--- src/rtl/ctm_pkg.sv ---
// Shared types and constants for the client timeout multiplexer.
package ctm_pkg;

  localparam int NumClientsDef = 8;
  localparam int PeriodW       = 27;
  localparam int ProdW         = 64 + PeriodW;
  localparam int MulSteps      = PeriodW;
  localparam int DivSteps      = 64;
  localparam int StepCntW      = 7;
  localparam logic [PeriodW-1:0] FsPerNs      = PeriodW'(1000000);
  localparam logic [PeriodW-1:0] PeriodResetFs = PeriodW'(69841279);
  localparam logic [63:0]        AllOnes      = '1;

  typedef enum logic [1:0] {
    OP_GET_TIME = 2'd0,
    OP_SET      = 2'd1,
    OP_IRQ      = 2'd2,
    OP_NONE     = 2'd3
  } op_e;

  typedef enum logic [1:0] {
    KIND_NOTIFY = 2'd0,
    KIND_CMP    = 2'd1,
    KIND_TIME   = 2'd2
  } kind_e;

  typedef enum logic [2:0] {
    ST_IDLE,
    ST_ARITH,
    ST_SCAN_RD,
    ST_SCAN_CHK,
    ST_CMP,
    ST_FLUSH
  } ctm_state_e;

  typedef enum logic [2:0] {
    AR_IDLE,
    AR_MUL,
    AR_CHK,
    AR_DIV,
    AR_DONE
  } arith_state_e;

  typedef struct packed {
    kind_e       kind;
    logic [2:0]  client;
    logic [63:0] value;
  } result_t;

endpackage

--- src/rtl/client_timeout_multiplexer_core.sv ---
// Throughput: one item at a time; the shared multiply/divide unit takes 27 multiply steps
// and, unless the result saturates, 64 divide steps.
// The table scan reads one client entry at a time from the deadline RAM, in a read and a check state.
// Output stalls hold the scan; a result register lets the last result wait while idle.
// Reset (async, active low) clears all deadlines to pending-none through per-entry
// valid bits and restores the tick period register; there is no clearing pass.
module client_timeout_multiplexer_core
  import ctm_pkg::*;
#(
  parameter int NUM_CLIENTS = NumClientsDef
) (
  input  logic               clk_i,
  input  logic               rst_ni,
  // tuser: op[1:0]
  input  logic [1:0]         s_axis_tuser_i,
  // tdata: client[2:0], delay_ns[66:3], now_ticks[130:67], zero pad[135:131]
  input  logic [135:0]       s_axis_tdata_i,
  input  logic               s_axis_tvalid_i,
  output logic               s_axis_tready_o,
  // tuser: kind[1:0]
  output logic [1:0]         m_axis_tuser_o,
  // tdata: target_client[2:0], value[66:3], zero pad[71:67]
  output logic [71:0]        m_axis_tdata_o,
  output logic               m_axis_tlast_o,
  output logic               m_axis_tvalid_o,
  input  logic               m_axis_tready_i,
  input  logic               cfg_we_i,
  input  logic [PeriodW-1:0] cfg_wdata_i
);

  localparam int AW = (NUM_CLIENTS > 1) ? $clog2(NUM_CLIENTS) : 1;
  localparam int CW = $clog2(NUM_CLIENTS + 1);

  ctm_state_e state_q, state_d;

  logic [PeriodW-1:0] period_q;
  op_e                op_q, op_d;
  logic [2:0]         client_q, client_d;
  logic [63:0]        now_q, now_d;
  logic [CW-1:0]      idx_q, idx_d;
  logic [63:0]        earliest_q, earliest_d;
  logic [NUM_CLIENTS-1:0] valid_q, valid_d;
  logic               vld_rd_q, vld_rd_d;

  // Staged result waits until we know whether another one follows it.
  logic               stg_valid_q, stg_valid_d;
  result_t            stg_q, stg_d;
  logic               out_valid_q, out_valid_d;
  result_t            out_q, out_d;
  logic               out_last_q, out_last_d;

  logic               can_push;
  logic               push;
  logic               push_last;

  logic               ar_start;
  logic [63:0]        ar_a;
  logic [PeriodW-1:0] ar_b, ar_d;
  logic               ar_done;
  logic [63:0]        ar_q;

  logic               ram_we, ram_re;
  logic [AW-1:0]      ram_waddr;
  logic [63:0]        ram_wdata, ram_rdata;

  logic               client_ok;
  logic               pending, due;
  logic [AW-1:0]      scan_addr;
  logic [AW-1:0]      client_addr;

  assign scan_addr   = AW'(idx_q);
  assign client_addr = AW'(client_q);
  assign client_ok   = 32'(client_q) < 32'(NUM_CLIENTS);
  assign pending     = vld_rd_q && (ram_rdata != AllOnes);
  assign due         = pending && (ram_rdata <= now_q);
  assign can_push    = !out_valid_q || m_axis_tready_i;

  ctm_arith u_arith (
    .clk_i   (clk_i),
    .rst_ni  (rst_ni),
    .start_i (ar_start),
    .a_i     (ar_a),
    .b_i     (ar_b),
    .d_i     (ar_d),
    .done_o  (ar_done),
    .q_o     (ar_q)
  );

  ctm_ram #(
    .WIDTH (64),
    .DEPTH (NUM_CLIENTS)
  ) u_deadlines (
    .clk_i   (clk_i),
    .we_i    (ram_we),
    .waddr_i (ram_waddr),
    .wdata_i (ram_wdata),
    .re_i    (ram_re),
    .raddr_i (scan_addr),
    .rdata_o (ram_rdata)
  );

  always_comb begin
    state_d     = state_q;
    op_d        = op_q;
    client_d    = client_q;
    now_d       = now_q;
    idx_d       = idx_q;
    earliest_d  = earliest_q;
    valid_d     = valid_q;
    vld_rd_d    = vld_rd_q;
    stg_valid_d = stg_valid_q;
    stg_d       = stg_q;
    push        = 1'b0;
    push_last   = 1'b0;
    ar_start    = 1'b0;
    ar_a        = s_axis_tdata_i[130:67];
    ar_b        = period_q;
    ar_d        = FsPerNs;
    ram_we      = 1'b0;
    ram_re      = 1'b0;
    ram_waddr   = client_addr;
    ram_wdata   = now_q + ar_q;

    unique case (state_q)
      ST_IDLE: begin
        if (s_axis_tvalid_i) begin
          op_d       = op_e'(s_axis_tuser_i);
          client_d   = s_axis_tdata_i[2:0];
          now_d      = s_axis_tdata_i[130:67];
          idx_d      = '0;
          earliest_d = AllOnes;
          unique case (op_e'(s_axis_tuser_i))
            OP_GET_TIME: begin
              ar_start = 1'b1;
              state_d  = ST_ARITH;
            end
            OP_SET: begin
              ar_start = 1'b1;
              ar_a     = s_axis_tdata_i[66:3];
              ar_b     = FsPerNs;
              ar_d     = period_q;
              state_d  = ST_ARITH;
            end
            OP_IRQ: begin
              state_d = ST_SCAN_RD;
            end
            OP_NONE: begin
              state_d = ST_IDLE;
            end
            default: begin
              state_d = ST_IDLE;
            end
          endcase
        end
      end
      ST_ARITH: begin
        if (ar_done) begin
          if (op_q == OP_GET_TIME) begin
            stg_valid_d = 1'b1;
            stg_d       = '{kind: KIND_TIME, client: 3'd0, value: ar_q};
            state_d     = ST_FLUSH;
          end else begin
            // Store now plus delay, wrapping; out-of-range clients store nothing.
            if (client_ok) begin
              ram_we                 = 1'b1;
              valid_d[client_addr]   = 1'b1;
            end
            state_d = ST_SCAN_RD;
          end
        end
      end
      ST_SCAN_RD: begin
        if (32'(idx_q) == 32'(NUM_CLIENTS)) begin
          state_d = ST_CMP;
        end else begin
          ram_re   = 1'b1;
          vld_rd_d = valid_q[scan_addr];
          state_d  = ST_SCAN_CHK;
        end
      end
      ST_SCAN_CHK: begin
        if (due) begin
          // Hold here while the previous result cannot move on.
          if (!stg_valid_q || can_push) begin
            push                = stg_valid_q;
            stg_valid_d         = 1'b1;
            stg_d               = '{kind: KIND_NOTIFY, client: 3'(idx_q), value: 64'd0};
            valid_d[scan_addr]  = 1'b0;
            idx_d               = idx_q + 1'b1;
            state_d             = ST_SCAN_RD;
          end
        end else begin
          if (pending && (ram_rdata < earliest_q)) begin
            earliest_d = ram_rdata;
          end
          idx_d   = idx_q + 1'b1;
          state_d = ST_SCAN_RD;
        end
      end
      ST_CMP: begin
        if (earliest_q != AllOnes) begin
          if (!stg_valid_q || can_push) begin
            push        = stg_valid_q;
            stg_valid_d = 1'b1;
            stg_d       = '{kind: KIND_CMP, client: 3'd0, value: earliest_q};
            state_d     = ST_FLUSH;
          end
        end else begin
          state_d = ST_FLUSH;
        end
      end
      ST_FLUSH: begin
        // Release the final result marked last; nothing staged means no results.
        if (!stg_valid_q) begin
          state_d = ST_IDLE;
        end else if (can_push) begin
          push        = 1'b1;
          push_last   = 1'b1;
          stg_valid_d = 1'b0;
          state_d     = ST_IDLE;
        end
      end
      default: begin
        state_d = ST_IDLE;
      end
    endcase
  end

  // Output register: load on push, drop once the sink takes the transfer.
  always_comb begin
    out_valid_d = out_valid_q;
    out_d       = out_q;
    out_last_d  = out_last_q;
    if (push) begin
      out_valid_d = 1'b1;
      out_d       = stg_q;
      out_last_d  = push_last;
    end else if (m_axis_tready_i) begin
      out_valid_d = 1'b0;
    end
  end

  always_ff @(posedge clk_i or negedge rst_ni) begin
    if (!rst_ni) begin
      state_q     <= ST_IDLE;
      period_q    <= PeriodResetFs;
      valid_q     <= '0;
      stg_valid_q <= 1'b0;
      out_valid_q <= 1'b0;
    end else begin
      state_q     <= state_d;
      valid_q     <= valid_d;
      stg_valid_q <= stg_valid_d;
      out_valid_q <= out_valid_d;
      if (cfg_we_i) begin
        period_q <= cfg_wdata_i;
      end
    end
  end

  always_ff @(posedge clk_i) begin
    op_q       <= op_d;
    client_q   <= client_d;
    now_q      <= now_d;
    idx_q      <= idx_d;
    earliest_q <= earliest_d;
    vld_rd_q   <= vld_rd_d;
    stg_q      <= stg_d;
    out_q      <= out_d;
    out_last_q <= out_last_d;
  end

  assign s_axis_tready_o = (state_q == ST_IDLE);
  assign m_axis_tvalid_o = out_valid_q;
  assign m_axis_tuser_o  = out_q.kind;
  assign m_axis_tdata_o  = {5'd0, out_q.value, out_q.client};
  assign m_axis_tlast_o  = out_last_q;

endmodule

--- src/rtl/ctm_ram.sv ---
// Generic single-write, single-read RAM with registered read data.
module ctm_ram #(
  parameter int WIDTH = 64,
  parameter int DEPTH = 8,
  localparam int AW = (DEPTH > 1) ? $clog2(DEPTH) : 1
) (
  input  logic             clk_i,
  input  logic             we_i,
  input  logic [AW-1:0]    waddr_i,
  input  logic [WIDTH-1:0] wdata_i,
  input  logic             re_i,
  input  logic [AW-1:0]    raddr_i,
  output logic [WIDTH-1:0] rdata_o
);

  logic [WIDTH-1:0] mem_q [DEPTH];
  logic [WIDTH-1:0] rdata_q;

  always_ff @(posedge clk_i) begin
    if (we_i) begin
      mem_q[waddr_i] <= wdata_i;
    end
    if (re_i) begin
      rdata_q <= mem_q[raddr_i];
    end
  end

  assign rdata_o = rdata_q;

endmodule

--- src/rtl/ctm_arith.sv ---
// Shared shift-add multiplier and restoring divider: q = a * b / d, saturating.
module ctm_arith
  import ctm_pkg::*;
(
  input  logic               clk_i,
  input  logic               rst_ni,
  input  logic               start_i,
  input  logic [63:0]        a_i,
  input  logic [PeriodW-1:0] b_i,
  input  logic [PeriodW-1:0] d_i,
  output logic               done_o,
  output logic [63:0]        q_o
);

  arith_state_e state_q, state_d;
  logic [ProdW-1:0]    prod_q, prod_d;
  logic [ProdW-1:0]    ash_q, ash_d;
  logic [PeriodW-1:0]  bsh_q, bsh_d;
  logic [PeriodW-1:0]  d_q, d_d;
  logic [StepCntW-1:0] cnt_q, cnt_d;
  logic                sat_q, sat_d;
  logic [PeriodW:0]    rem_sh;
  logic                ge;

  // One restoring step: remainder stays below d, so PeriodW+1 bits suffice.
  assign rem_sh = {prod_q[ProdW-1:64], prod_q[63]};
  assign ge     = rem_sh >= {1'b0, d_q};

  always_comb begin
    state_d = state_q;
    prod_d  = prod_q;
    ash_d   = ash_q;
    bsh_d   = bsh_q;
    d_d     = d_q;
    cnt_d   = cnt_q;
    sat_d   = sat_q;
    unique case (state_q)
      AR_IDLE: begin
        if (start_i) begin
          prod_d  = '0;
          ash_d   = ProdW'(a_i);
          bsh_d   = b_i;
          d_d     = d_i;
          cnt_d   = '0;
          state_d = AR_MUL;
        end
      end
      AR_MUL: begin
        if (bsh_q[0]) begin
          prod_d = prod_q + ash_q;
        end
        ash_d = ash_q << 1;
        bsh_d = bsh_q >> 1;
        cnt_d = cnt_q + 1'b1;
        if (cnt_q == StepCntW'(MulSteps - 1)) begin
          state_d = AR_CHK;
        end
      end
      AR_CHK: begin
        sat_d = (d_q == '0) || (prod_q[ProdW-1:64] >= d_q);
        cnt_d = '0;
        state_d = sat_d ? AR_DONE : AR_DIV;
      end
      AR_DIV: begin
        // Quotient bits shift into the low word as dividend bits leave it.
        prod_d[63:0] = {prod_q[62:0], ge};
        prod_d[ProdW-1:64] = ge ? PeriodW'(rem_sh - {1'b0, d_q}) : rem_sh[PeriodW-1:0];
        cnt_d = cnt_q + 1'b1;
        if (cnt_q == StepCntW'(DivSteps - 1)) begin
          state_d = AR_DONE;
        end
      end
      AR_DONE: begin
        state_d = AR_IDLE;
      end
      default: begin
        state_d = AR_IDLE;
      end
    endcase
  end

  always_ff @(posedge clk_i or negedge rst_ni) begin
    if (!rst_ni) begin
      state_q <= AR_IDLE;
    end else begin
      state_q <= state_d;
    end
  end

  always_ff @(posedge clk_i) begin
    prod_q <= prod_d;
    ash_q  <= ash_d;
    bsh_q  <= bsh_d;
    d_q    <= d_d;
    cnt_q  <= cnt_d;
    sat_q  <= sat_d;
  end

  assign done_o = (state_q == AR_DONE);
  assign q_o    = sat_q ? AllOnes : prod_q[63:0];

endmodule
--- config.mk ---
export PLATFORM = sky130hd
export DESIGN_NAME = client_timeout_multiplexer_core
export DESIGN_NICKNAME = d
export VERILOG_FILES = /design/src/rtl/ctm_pkg.sv /design/src/rtl/client_timeout_multiplexer_core.sv /design/src/rtl/ctm_ram.sv /design/src/rtl/ctm_arith.sv
export SDC_FILE = /design/constraint.sdc
export NUM_CORES = 2
export LEC_CHECK = 0
export ABC_AREA = 1
export ABC_CLOCK_PERIOD_IN_PS = 14100
export BUFFER_PORTS_ARGS = -buffer_cell sky130_fd_sc_hd__buf_2
export CORE_MARGIN = 2
export CORE_UTILIZATION = 30
export CTS_CLUSTER_DIAMETER = 150
export DETAILED_ROUTE_END_ITERATION = 6
export PLACE_DENSITY = 0.49
export SETUP_SLACK_MARGIN = 0.02
export SYNTH_ARGS = -nofsm -noshare
export SYNTH_HDL_FRONTEND = slang
export SYNTH_HIERARCHICAL = 1
export SYNTH_SLANG_ARGS = --single-unit
--- constraint.sdc ---
create_clock -name clk_i -period 14.1 [get_ports clk_i]
set_input_delay 1.41 -clock clk_i [delete_from_list [all_inputs] [get_ports clk_i]]
set_output_delay 1.41 -clock clk_i [all_outputs]
set_load 0.02 [all_outputs]
==> impl_metrics.csv <==
group,metric,value,unit
outcome,outcome,"completed",
synth,async_flop_share,0.0377,
synth,synth_seq_area_share,0.506,
worst_setup_path,worstSetupEndpoint,"u_deadlines/mem_q[7][58]",
worst_setup_path,path_delay_family,"compound AO/OA/AOI/OAI gates",
worst_setup_path,r2r-end,"u_deadlines/mem_q[7][58]",
sta,period_share,0.350,
global_routing,overflow,0,
power_and_ir_drop,internal-power,10200,uW
clock_network,insertion_delay,0.82,ns
floorplan,die_y,478,um
worst_setup_path,arrival,5.37,ns
worst_hold_path,hold_path.class,"reg2reg",
synth,netlist.area_leader.share,0.490,
sta,worst_clock_skew,0.0475,ns
synth,synth_area,0.0673,mm2
clock_network,cts_setup_buffers,0,
worst_setup_path,rr_worst_depth,15,
clock_network,ctsHtreeMaxLevel,4,
clock_network,cts_resized,0,
worst_setup_path,setup.worst_path.start,"u_arith/sat_q",
detailed_routing,drt_iter0_drc,4125,
synth,synth_seq_cells,1140,
synth,synth_cell_type_count,57,
worst_setup_path,cpMostUsedCell,"nand2_1",
place,dpl.hpwl,183,mm
detailed_routing,drc,0,
global_routing,grt_pass1_vias,52099,
place,io_buffers,236,
power_and_ir_drop,p_leak,0.0358,uW
power_and_ir_drop,swShare,0.487,
floorplan,coreArea,0.223,mm2
worst_setup_path,worst-setup-path-type,"reg2reg",
clock_network,cts_tree,"done",
global_routing,grt_pass1_wl,348,mm
synth,syn_inst,8279,
power_and_ir_drop,max-vdd-ir-drop,151,uV
sta,period_needed,4.94,ns
worst_setup_path,ff2ff_setup_slack,9.16,ns
sta,fin_tns_setup,0,ns
synth,synth_area_leader_cell,"edfxtp_1",
floorplan,row_count,173,
worst_setup_path,start_kind,"register",
worst_setup_path,r2r-start,"u_arith/sat_q",
sta,maxSlewHeadroom,0.232,
floorplan,ios,247,
global_routing,antenna_found_initial,5,
clock_network,cts_inserted_buffers,135,
worst_setup_path,cp_data_required_time,14.53,ns
power_and_ir_drop,pwr-share-clk,0.173,
worst_setup_path,crit_slowest_cell,"o21ai_0",
global_routing,grt_use_total,0.205,
clock_network,root_buffer,"clkbuf_16",
layout,final_cells,11583,
sta,rsz0062_at_grt,"no",
worst_setup_path,cp-end-kind,"register",
worst_setup_path,path_depth,15,
power_and_ir_drop,p_seq_frac,0.314,
worst_setup_path,critPathMaxStageDelay,0.73,ns
place,place_inst,11334,
synth,synth_area_leaders,"edfxtp_1 (49%), nand2_1 (16%), inv_1 (8.5%), ha_1 (6.3%), nand3_1 (3.9%)",
layout,area_growth_syn_to_layout,12.8,%
sta,hold_viol_final,0,
worst_setup_path,worst-path-buf-inv,3,
layout,nNetsFinal,9007,
global_routing,grt_max_degree,97,
floorplan,start_util,0.302,
place,gp_congestion,1.00,
sta,max_freq,203,MHz
detailed_routing,ant_nets,0,
power_and_ir_drop,p_sw,9710,uW
worst_setup_path,cp_cell_sequence,"inv_2 -> buf_4 -> nand2_1 -> ha_1 -> inv_1 -> fa_1 -> nand3b_1 -> nand2_1 -> a21oi_1 -> o21ai_2 -> a21boi_0 -> o21ai_0 -> nand3_1 -> nand3_1 -> nand2_1",
run,cap_violations,0,
layout,drive_gt1_frac,0.0764,
detailed_routing,via_per_inst,4.69,
sta,fin_ws,9.16,ns
clock_network,holdBufCountCts,0,
synth,yosys_warnings,6,
worst_setup_path,crit_fanout,49,
sta,tightest_slew,1.14,ns
place,dpl_worst_slack,9.28,ns
detailed_routing,drtPass1Iterations,5,
synth,synth_edf_count,1097,
detailed_routing,wl_per_cell,20.7,um
clock_network,clock_sinks,1140,
clock_network,clockBufferDepth,3,
clock_network,clkTransAtPathRegs,0.06,ns
power_and_ir_drop,power_density,263,mW/mm2
detailed_routing,routed_wl,240,mm
synth,yosys_most_used_dff,"edfxtp_1",
sta,setup_violations,0,
synth,syn_avg_cell_area,8.13,um2
power_and_ir_drop,comb_power_share,0.513,
floorplan,die_w,478,um
sta,final-max-slew-violation-count,0,
floorplan,die_area,0.228,mm2
detailed_routing,via_count,54269,
==> cell usage after synthesis, types with 15 or more instances <==
| master | n |
|---|---|
| xnor2_1 | 27 |
| nand2_1 | 2935 |
| o21bai_1 | 24 |
| dfstp_2 | 15 |
| inv_1 | 1531 |
| nand3b_1 | 17 |
| xor2_1 | 47 |
| buf_4 | 31 |
| clkbuf_1 | 61 |
| buf_2 | 78 |
| o21ai_0 | 293 |
| nand3_1 | 524 |
| a21oi_1 | 311 |
| nand4_1 | 96 |
| a21o_1 | 18 |
| buf_1 | 15 |
| dfrtp_1 | 28 |
| nor2_1 | 457 |
| inv_2 | 19 |
| edfxtp_1 | 1097 |
| ha_1 | 338 |
| buf_6 | 24 |
| or2_2 | 87 |
| nor4_1 | 34 |
| nor3_1 | 63 |
==> power by group through the flow <==
stage | sequential [uW] | combinational, uW | clock (uW)
floorplan | 6090 | 6550 | 0
global placement | 6330 | 10100 | 0
detailed placement | 6340 | 10200 | 0
CTS | 6280 | 10200 | 3560
global route | 6320 | 11400 | 3680
finish | 6260 | 10200 | 3460
==> kinds of logic (layout without fill, tap and decap cells) <==
| group | count (synthesis) | after routing | share of synthesized area |
|---|---|---|---|
| buffers and inverters | 1761 | 2081 | 0.104 |
| AO/OA/AOI/OAI | 709 | 709 | 0.0563 |
| other | 1 | 10 | 0.0000557 |
| AND/OR/NAND/NOR | 4253 | 4253 | 0.260 |
| XOR/XNOR | 74 | 74 | 0.00964 |
| adder cells (fa/ha/maj) | 341 | 341 | 0.0638 |
| flip-flops | 1140 | 1140 | 0.506 |
==> how the worst min path moves through the flow <==
stage	from	to	cells past startpoint
CTS	stg_q[0]	m_axis_tdata_o[3]	0
finish	stg_q[0]	m_axis_tdata_o[3]	0
detailed placement	stg_q[27]	m_axis_tdata_o[30]	0
global placement	stg_q[1]	m_axis_tdata_o[4]	0
floorplan	stg_q[64]	m_axis_tdata_o[0]	0
global route	stg_q[10]	m_axis_tdata_o[13]	0
==> routing by layer <==
layer	vias up	global-route usage	share of wire
met5	-	0	0
met4	0	0.0833	0.042
met3	341	0.0231	0.037
met2	1211	0.357	0.49
met1	25834	0.259	0.43
li1	26883	-	-
==> flip-flops by register name, summed over array words and instances, names as in the netlist, 27 cells and up <==
signal and count:
earliest_q 64, u_arith/ash_q 91, u_arith/prod_q 91, m_axis_tdata_o 67, u_arith/bsh_q 27, stg_q 69, u_arith/d_q 27, u_deadlines/mem_q 512
now_q 64, u_deadlines/rdata_o 64, period_q 27
==> area by class of cell <==
| class | count | area (um2) |
|---|---|---|
| inverters | 1551 | 5830 |
| clock inverters | 79 | 772 |
| fillers | 23422 | 147000 |
| multi-input cells | 5382 | 26400 |
| diodes | 5 | 12.5 |
| repair buffers | 286 | 1560 |
| clock buffers | 165 | 3570 |
| well taps | 2975 | 3720 |
| flip-flops and latches | 1140 | 34000 |
==> worst reg2reg max path, delay by kind of cell, from the launching register on <==
family / cells / cell delay, ns
buf+inv: 3 / 0.42
simple gates: 6 / 1.36
fa+ha+maj: 2 / 0.61
flops: 1 / 0.70
compound gates: 4 / 1.47
==> through the flow <==
stage / cell area (um2) / total power [uW] / hold WS (ns) / util
floorplan: 67300 / 12600 / 0.400 / -
global placement: 71500 / 16400 / 0.406 / 0.321
detailed placement: 71500 / 16500 / 0.405 / 0.321
CTS: 75900 / 20100 / 0.416 / 0.341
global route: 75900 / 21400 / 0.420 / 0.341
finish: 75900 / 20000 / 0.414 / 0.341
==> cell usage in the layout (no fill, tap or decap), types with 5 or more instances in the layout <==
cell type,instances
nand2_1,2933
inv_1,1529
edfxtp_1,1097
nand3_1,524
nor2_1,444
ha_1,338
a21oi_1,310
o21ai_0,292
buf_2,236
clkbuf_16,138
nand4_1,96
or2_2,87
nor3_1,62
buf_4,50
xor2_1,47
nor4_1,34
dfrtp_1,28
xnor2_1,27
clkinv_2,25
clkbuf_1,25
clkinv_1,24
o21bai_1,24
a21o_1,18
inv_2,17
nand3b_1,17
nor2_4,15
nor2_2,15
dfstp_2,15
a31oi_1,13
o21a_1,10
o31ai_1,9
o22ai_1,9
bufinv_16,9
inv_6,7
clkinvlp_4,7
a21boi_0,6
diode_2,5
and3_1,5
conb_1,5
o21ai_1,5
(Power assumes the default switching activity.)
